File: config.mk
export PLATFORM = sky130hd
export DESIGN_NAME = sorted_list_table
export DESIGN_NICKNAME = d
export VERILOG_FILES = /design/src/rtl/core/slt_pkg.sv /design/src/rtl/core/slt_ram.sv /design/src/rtl/core/slt_seq.sv /design/src/rtl/core/sorted_list_table.sv
export SDC_FILE = /design/constraint.sdc
export NUM_CORES = 1
export LEC_CHECK = 0
export ABC_AREA = 1
export BUFFER_PORTS_ARGS = -buffer_cell sky130_fd_sc_hd__buf_2
export CORE_MARGIN = 1.5
export CORE_UTILIZATION = 50
export CTS_CLUSTER_SIZE = 30
export DETAILED_ROUTE_END_ITERATION = 8
export PLACE_DENSITY = 0.66
export SLEW_MARGIN = 30
export SYNTH_ARGS = -nofsm -noshare
export SYNTH_HDL_FRONTEND = slang
export SYNTH_SLANG_ARGS = --single-unit
File: constraint.sdc
create_clock -name clk -period 4.1 [get_ports clk]
set_input_delay 0.82 -clock clk [delete_from_list [all_inputs] [get_ports clk]]
set_output_delay 0.82 -clock clk [all_outputs]
set_load 0.01 [all_outputs]
File: src/rtl/core/slt_pkg.sv
package slt_pkg;

  // Width of the entries field on the result channel
  localparam int ENTRIES_W = 7;
  localparam int VALUE_W   = 32;

  typedef enum logic [1:0] {
    CMD_INSERT = 2'd0,
    CMD_REMOVE = 2'd1,
    CMD_DUMP   = 2'd2,
    CMD_NOP    = 2'd3
  } cmd_t;

  typedef enum logic [2:0] {
    ST_DONE       = 3'd0,
    ST_NOT_FOUND  = 3'd1,
    ST_FULL       = 3'd2,
    ST_DUMP_ITEM  = 3'd3,
    ST_DUMP_EMPTY = 3'd4
  } status_t;

  typedef enum logic [2:0] {
    S_IDLE,
    S_INS_RD,
    S_INS_WR,
    S_REM_RD,
    S_REM_WR,
    S_DMP_RD,
    S_DMP_WR,
    S_DONE
  } state_t;

  // One result as handed from the sequencer to the output register
  typedef struct packed {
    status_t              status;
    logic [VALUE_W-1:0]   item;
    logic [ENTRIES_W-1:0] entries;
    logic                 is_empty;
    logic                 last;
  } res_t;

endpackage

File: src/rtl/core/slt_ram.sv
module slt_ram #(
  parameter int DEPTH = 16,
  parameter int AW    = 4
) (
  input  logic                       clk,
  input  logic                       we,
  input  logic [AW-1:0]              waddr,
  input  logic [slt_pkg::VALUE_W-1:0] wdata,
  input  logic                       re,
  input  logic [AW-1:0]              raddr,
  output logic [slt_pkg::VALUE_W-1:0] rdata
);
  import slt_pkg::*;

  logic [VALUE_W-1:0] mem [DEPTH];
  logic [VALUE_W-1:0] rdata_r;

  always_ff @(posedge clk) begin
    if (we) begin
      mem[waddr] <= wdata;
    end
  end

  // read data holds until the next read
  always_ff @(posedge clk) begin
    if (re) begin
      rdata_r <= mem[raddr];
    end
  end

  assign rdata = rdata_r;

endmodule

File: src/rtl/core/slt_seq.sv
module slt_seq #(
  parameter int CAPACITY = 16,
  parameter int AW       = 4,
  parameter int CW       = 5
) (
  input  logic                        clk,
  input  logic                        rst_n,
  input  logic                        in_valid,
  output logic                        in_ready,
  input  logic [1:0]                  in_cmd,
  input  logic [slt_pkg::VALUE_W-1:0] in_value,
  input  logic                        out_free,
  output logic                        res_push,
  output slt_pkg::res_t               res,
  output logic                        mem_we,
  output logic [AW-1:0]               mem_waddr,
  output logic [slt_pkg::VALUE_W-1:0] mem_wdata,
  output logic                        mem_re,
  output logic [AW-1:0]               mem_raddr,
  input  logic [slt_pkg::VALUE_W-1:0] mem_rdata
);
  import slt_pkg::*;

  localparam logic [CW-1:0] FULL_CNT = CW'(CAPACITY);

  state_t             state_r, state_nxt;
  logic [CW-1:0]      fill_r, fill_nxt;
  logic [CW-1:0]      k_r, k_nxt;
  logic               found_r, found_nxt;
  status_t            status_r, status_nxt;
  logic [VALUE_W-1:0] value_r, value_nxt;
  logic [CW-1:0]      k_inc;
  logic [CW-1:0]      k_dec;

  assign k_inc = CW'(k_r + 1'b1);
  assign k_dec = CW'(k_r - 1'b1);

  always_ff @(posedge clk) begin
    if (!rst_n) begin
      state_r <= S_IDLE;
      fill_r  <= '0;
      found_r <= 1'b0;
    end else begin
      state_r <= state_nxt;
      fill_r  <= fill_nxt;
      found_r <= found_nxt;
    end
  end

  always_ff @(posedge clk) begin
    k_r      <= k_nxt;
    status_r <= status_nxt;
    value_r  <= value_nxt;
  end

  always_comb begin
    state_nxt  = state_r;
    fill_nxt   = fill_r;
    k_nxt      = k_r;
    found_nxt  = found_r;
    status_nxt = status_r;
    value_nxt  = value_r;
    in_ready   = 1'b0;
    res_push   = 1'b0;
    mem_we     = 1'b0;
    mem_waddr  = k_r[AW-1:0];
    mem_wdata  = value_r;
    mem_re     = 1'b0;
    mem_raddr  = k_r[AW-1:0];
    res.status   = status_r;
    res.item     = '0;
    res.entries  = ENTRIES_W'(fill_r);
    res.is_empty = (fill_r == '0);
    res.last     = 1'b1;

    unique case (state_r)
      S_IDLE: begin
        in_ready = 1'b1;
        if (in_valid) begin
          value_nxt = in_value;
          found_nxt = 1'b0;
          unique case (cmd_t'(in_cmd))
            CMD_INSERT: begin
              if (fill_r == FULL_CNT) begin
                status_nxt = ST_FULL;
                state_nxt  = S_DONE;
              end else begin
                k_nxt     = fill_r;
                state_nxt = S_INS_RD;
              end
            end
            CMD_REMOVE: begin
              k_nxt     = '0;
              state_nxt = S_REM_RD;
            end
            CMD_DUMP: begin
              if (fill_r == '0) begin
                status_nxt = ST_DUMP_EMPTY;
                state_nxt  = S_DONE;
              end else begin
                k_nxt     = '0;
                state_nxt = S_DMP_RD;
              end
            end
            CMD_NOP: begin
              status_nxt = ST_DONE;
              state_nxt  = S_DONE;
            end
          endcase
        end
      end

      // Insert walks down from the top: entries not less than the value move up one
      S_INS_RD: begin
        if (k_r == '0) begin
          mem_we     = 1'b1;
          mem_waddr  = '0;
          fill_nxt   = CW'(fill_r + 1'b1);
          status_nxt = ST_DONE;
          state_nxt  = S_DONE;
        end else begin
          mem_re    = 1'b1;
          mem_raddr = k_dec[AW-1:0];
          state_nxt = S_INS_WR;
        end
      end

      S_INS_WR: begin
        mem_we    = 1'b1;
        mem_waddr = k_r[AW-1:0];
        if ($signed(mem_rdata) >= $signed(value_r)) begin
          mem_wdata = mem_rdata;
          k_nxt     = k_dec;
          state_nxt = S_INS_RD;
        end else begin
          fill_nxt   = CW'(fill_r + 1'b1);
          status_nxt = ST_DONE;
          state_nxt  = S_DONE;
        end
      end

      // Remove walks up; after the match every entry moves down one
      S_REM_RD: begin
        if (k_r == fill_r) begin
          if (found_r) begin
            fill_nxt   = CW'(fill_r - 1'b1);
            status_nxt = ST_DONE;
          end else begin
            status_nxt = ST_NOT_FOUND;
          end
          state_nxt = S_DONE;
        end else begin
          mem_re    = 1'b1;
          mem_raddr = k_r[AW-1:0];
          state_nxt = S_REM_WR;
        end
      end

      S_REM_WR: begin
        priority if (found_r) begin
          mem_we    = 1'b1;
          mem_waddr = k_dec[AW-1:0];
          mem_wdata = mem_rdata;
          k_nxt     = k_inc;
          state_nxt = S_REM_RD;
        end else if (mem_rdata == value_r) begin
          found_nxt = 1'b1;
          k_nxt     = k_inc;
          state_nxt = S_REM_RD;
        end else if ($signed(mem_rdata) > $signed(value_r)) begin
          status_nxt = ST_NOT_FOUND;
          state_nxt  = S_DONE;
        end else begin
          k_nxt     = k_inc;
          state_nxt = S_REM_RD;
        end
      end

      S_DMP_RD: begin
        mem_re    = 1'b1;
        state_nxt = S_DMP_WR;
      end

      S_DMP_WR: begin
        res.status = ST_DUMP_ITEM;
        res.item   = mem_rdata;
        res.last   = (k_inc == fill_r);
        if (out_free) begin
          res_push = 1'b1;
          if (k_inc == fill_r) begin
            state_nxt = S_IDLE;
          end else begin
            k_nxt     = k_inc;
            state_nxt = S_DMP_RD;
          end
        end
      end

      S_DONE: begin
        if (out_free) begin
          res_push  = 1'b1;
          state_nxt = S_IDLE;
        end
      end

      default: begin
        state_nxt = S_IDLE;
      end
    endcase
  end

endmodule

File: src/rtl/core/sorted_list_table.sv
// Channel  Ports                                              Direction
// in       in_valid, in_ready, in_cmd, in_value               command in
// out      out_valid, out_ready, out_status, out_item,        results out
//          out_entries, out_is_empty, out_last
//
// Sequencing: a RAM read state, then a compare/write state, for each visited entry.
//   Insert visits entries from the top down until one is less than the value or
//   slot 0 is reached; remove reads entries up to the end of the list or until a
//   larger value ends the search; dump reads every entry; full, empty dump and
//   unused code go straight to their result.
// Reset: synchronous, rst_n low; the list comes back empty, no clearing pass.
// Stalls: a result sits in the output register while the next command is taken;
//   the sequencer only holds when it has a result to load and that register is full.
module sorted_list_table #(
  parameter int CAPACITY = 16
) (
  input  logic        clk,
  input  logic        rst_n,
  input  logic        in_valid,
  output logic        in_ready,
  input  logic [1:0]  in_cmd,
  input  logic [31:0] in_value,
  output logic        out_valid,
  input  logic        out_ready,
  output logic [2:0]  out_status,
  output logic [31:0] out_item,
  output logic [6:0]  out_entries,
  output logic        out_is_empty,
  output logic        out_last
);
  import slt_pkg::*;

  localparam int AW = $clog2(CAPACITY);
  localparam int CW = $clog2(CAPACITY + 1);

  logic               out_valid_r;
  res_t               res_r;
  logic               out_free;
  logic               res_push;
  res_t               res;
  logic               mem_we;
  logic [AW-1:0]      mem_waddr;
  logic [VALUE_W-1:0] mem_wdata;
  logic               mem_re;
  logic [AW-1:0]      mem_raddr;
  logic [VALUE_W-1:0] mem_rdata;

  // free when empty or being drained this cycle
  assign out_free = !out_valid_r || out_ready;

  slt_seq #(
    .CAPACITY (CAPACITY),
    .AW       (AW),
    .CW       (CW)
  ) u_seq (
    .clk       (clk),
    .rst_n     (rst_n),
    .in_valid  (in_valid),
    .in_ready  (in_ready),
    .in_cmd    (in_cmd),
    .in_value  (in_value),
    .out_free  (out_free),
    .res_push  (res_push),
    .res       (res),
    .mem_we    (mem_we),
    .mem_waddr (mem_waddr),
    .mem_wdata (mem_wdata),
    .mem_re    (mem_re),
    .mem_raddr (mem_raddr),
    .mem_rdata (mem_rdata)
  );

  // Reads and writes never meet on one entry in the same cycle: the sequencer
  // alternates a read state with a compare/write state.
  slt_ram #(
    .DEPTH (CAPACITY),
    .AW    (AW)
  ) u_ram (
    .clk   (clk),
    .we    (mem_we),
    .waddr (mem_waddr),
    .wdata (mem_wdata),
    .re    (mem_re),
    .raddr (mem_raddr),
    .rdata (mem_rdata)
  );

  // Output register
  always_ff @(posedge clk) begin
    if (!rst_n) begin
      out_valid_r <= 1'b0;
    end else if (res_push) begin
      out_valid_r <= 1'b1;
    end else if (out_ready) begin
      out_valid_r <= 1'b0;
    end
  end

  always_ff @(posedge clk) begin
    if (res_push) begin
      res_r <= res;
    end
  end

  assign out_valid    = out_valid_r;
  assign out_status   = res_r.status;
  assign out_item     = res_r.item;
  assign out_entries  = res_r.entries;
  assign out_is_empty = res_r.is_empty;
  assign out_last     = res_r.last;

  // Checks
  a_entries_cap: assert property (@(posedge clk) disable iff (!rst_n)
    out_valid |-> (out_entries <= ENTRIES_W'(CAPACITY)))
    else $error("entries beyond capacity");

  a_empty_flag: assert property (@(posedge clk) disable iff (!rst_n)
    out_valid |-> (out_is_empty == (out_entries == '0)))
    else $error("empty flag disagrees with entries");

  a_single_result: assert property (@(posedge clk) disable iff (!rst_n)
    (out_valid && (out_status != ST_DUMP_ITEM)) |-> (out_last && (out_item == '0)))
    else $error("non-dump result not a single zero-item transfer");

  a_one_cmd: assert property (@(posedge clk) disable iff (!rst_n)
    (in_valid && in_ready) |=> !in_ready)
    else $error("second command taken while busy");

endmodule

==> impl_results.md <==
- Area Overhead vs Synth: 12.7%
- Gr ovfl total: 0
- Final min period: 3.49 ns
- Via count of the first global-routing pass: 16400
- Final Hold Vio Count: 0
- Max clock buf depth: 3
- Slew headroom: 0.406
- Total Power: 27.1 mW
- Worst slew pin tran: 0.888 ns
- DRT antenna net count: 0
- Post-CTS setup repair buffer count: 0
- Mapped Area: 0.0275 mm2
- Rows: 85
- Global Route Usage Sum: 0.248
- RSZ-0062 raised after global routing: no
- Number of synthesized flops with an enable pin: 626
- Post-synthesis cell count: 1984
- DR WL/cell: 24.5 um
- DR iter-0 viols: 1775
- Worst Path Max Fanout: 17
- Most frequently used flop master after synthesis: edfxtp_1
- Core Area: 0.0541 mm2
- YS warnings: 0
- Overall routed net length: 69800 um
- CP Capture Type: flop
- CTS root buf: clkbuf_16
- Die Y: 238 um
- Met3 capacity usage during global routing: 0.0473
- FFs w/ async S/R, synth: 0
- Outcome: finished clean
- Top post-synthesis cells by area: edfxtp_1, mux2i_1, mux2_2, a21oi_1, o21ai_0
- CP arrival: 3.62 ns
- Largest net degree at the start of global routing: 95
- Yosys top cell area share: 0.683
- GR Util met1: 0.338
- Layout cells sized above 1: 0.179
- Dominant cell type by area after synthesis: edfxtp_1
- CTS Sinks: 636
- Sequential area share after synthesis: 0.690
- Startpoint Class: flop
- DP Wirelength: 40900 um
- Antenna violations before repair: 4
- Setup Viol. Count Final: 0
- Total Neg Setup Slack: 0 ns
- Yosys cell types: 53
- Routed vias/inst: 5.84
- VDD IR-drop max: 0.000471 V
- Leakage: 11.2 nW
- Fin. max-slew vios: 0
- Io pins: 84
- CTS Hold Bufs: 0
- #FFs+latches synth: 636
- Die W: 238 um
- Clock skew: 0.0165 ns
- Cell Pwr Density: 875 mW/mm2
- Via count: 16600
- # nets final: 2185
- Worst Hold Class: input pin to flop
- Global Route met2 Usage: 0.403
- GPL Wtd Cong: 0.875
- # DRC: 0
- Max Cap Viol: 0
- Worst-Skew Late Latency: 0.63 ns
- Die area: 0.0565 mm2
- TritonRoute pass-1 iters: 6
- Mapped Avg Cell Area: 13.9 um2
- Fmax: 286 MHz
- Crit path kind: flop to flop
- Final worst path period share: 0.852
- CTS H-Tree Depth: 2
- CP required: 4.23 ns
- GRT busiest layer: met2
- I/O Buffers: 81
- CTS tree: yes
- Initial core utilization: 0.509
- Cts bufs inserted: 61
- Clock transition at path regs: 0.06 ns
- First-pass GRT wire length: 103000 um
- # resized after CTS: 0
[final cells by class]
| class | count | area, um2 |
|---|---|---|
| repair buffers | 153 | 1160 |
| clock buffers | 79 | 1620 |
| clock inverters | 34 | 340 |
| flip-flops and latches | 636 | 19000 |
| inverters | 133 | 499 |
| well taps | 696 | 871 |
| fillers | 4197 | 23100 |
| diodes | 1 | 2.50 |
| multi-input cells | 1116 | 7550 |
[layer usage]
metal  up-vias  part of all wire  wire [um]
met2       712              0.47      33000
li1       7554                 -          -
met4         0             0.025       1770
met5         -                 0          0
met3       118             0.083       5810
met1      8262              0.42      29200
[report_power, final]
| group | total (mW) | switching [mW] | internal (mW) |
|---|---|---|---|
| logic | 11.7 | 7.77 | 3.97 |
| registers | 9.85 | 0.425 | 9.43 |
| clock network | 5.55 | 2.35 | 3.20 |
[cell usage in the layout, fill, tap and decap left out, types with 45 or more instances in the layout]
cell type / Yosys / routed
edfxtp_1: 626 / 626
ha_1: 45 / 45
mux2i_1: 128 / 128
nor2_1: 109 / 91
inv_1: 127 / 125
nand3_1: 75 / 74
o21ai_0: 134 / 134
mux2_2: 109 / 109
a21oi_1: 197 / 197
clkbuf_16: 0 / 62
buf_2: 17 / 91
nand2_1: 146 / 146
[path summary, 6_finish.rpt]
check,slack (ns),startpoint,endpoint,cells past startpoint
worst max-delay path,0.61,u_seq.value_r[19],u_ram.mem[12][24],14
worst min register to register,0.51,u_seq.status_r[1],out_status[1],1
worst min-delay path,0.36,in_value[19],u_seq.value_r[19],1
worst max register to register,0.61,u_seq.value_r[19],u_ram.mem[12][24],14
[kinds of logic after synthesis]
logic type               after synthesis  share of synthesized area
multiplexers                         256                     0.0989
other                                  1                   0.000136
XOR/XNOR                              17                    0.00541
AO/OA/AOI/OAI                        436                     0.0862
buffers and inverters                233                     0.0421
adder cells (fa/ha/maj)               46                     0.0212
flip-flops                           636                      0.690
AND/OR/NAND/NOR                      359                     0.0560
[flip-flops by register name (all words and copies together), names as in the netlist]
| register | count |
|---|---|
| out_is_empty | 1 |
| out_status | 3 |
| u_ram.mem | 512 |
| u_seq.k_r | 5 |
| out_item | 32 |
| out_valid | 1 |
| u_seq.state_r | 3 |
| u_seq.value_r | 32 |
| u_seq.found_r | 1 |
| u_seq.fill_r | 5 |
| u_ram.rdata | 32 |
| u_seq.status_r | 3 |
| out_entries | 5 |
| out_last | 1 |
[critical path: stages (launching register included)]
cell	delay [ns]
edfxtp_1	0.45
inv_1	0.10
ha_1	0.30
nand2_1	0.05
inv_1	0.08
nand3_1	0.20
nor3_1	0.24
nand2_1	0.10
nand3_1	0.13
nand2_1	0.09
nand3_1	0.20
clkinv_1	0.10
buf_4	0.23
a21oi_1	0.16
nand3_1	0.55
[cell usage after synthesis, types with 3 or more instances]
cell type and count:
edfxtp_1 626, a21oi_1 197, nand2_1 146, o21ai_0 134
mux2i_1 128, inv_1 127, mux2_2 109, nor2_1 109
nand3_1 75, ha_1 45, o21ai_1 35, o21a_1 34
clkbuf_1 32, buf_6 23, buf_4 20, mux2_1 19
buf_2 17, o211ai_1 17, xor2_1 11, dfxtp_1 10
nand4_1 7, xnor2_1 6, buf_1 5, inv_2 4
nor3_1 4, o221ai_1 4, or2_2 4, nor2_4 3
[metrics by stage]
step / std cells / setup WS (ns) / hold WS (ns) / util / cell area (um2)
CTS: 2846 / 0.683 / 0.339 / 0.573 / 31000
detailed placement: 2733 / 0.705 / 0.501 / 0.537 / 29100
global route: 2848 / 0.324 / 0.356 / 0.573 / 31000
floorplan: 1985 / 0.758 / 0.481 / - / 27500
finish: 2848 / 0.608 / 0.363 / 0.573 / 31000
global placement: 2719 / 0.638 / 0.494 / 0.535 / 29000
Power figures use the tool's default switching activity.
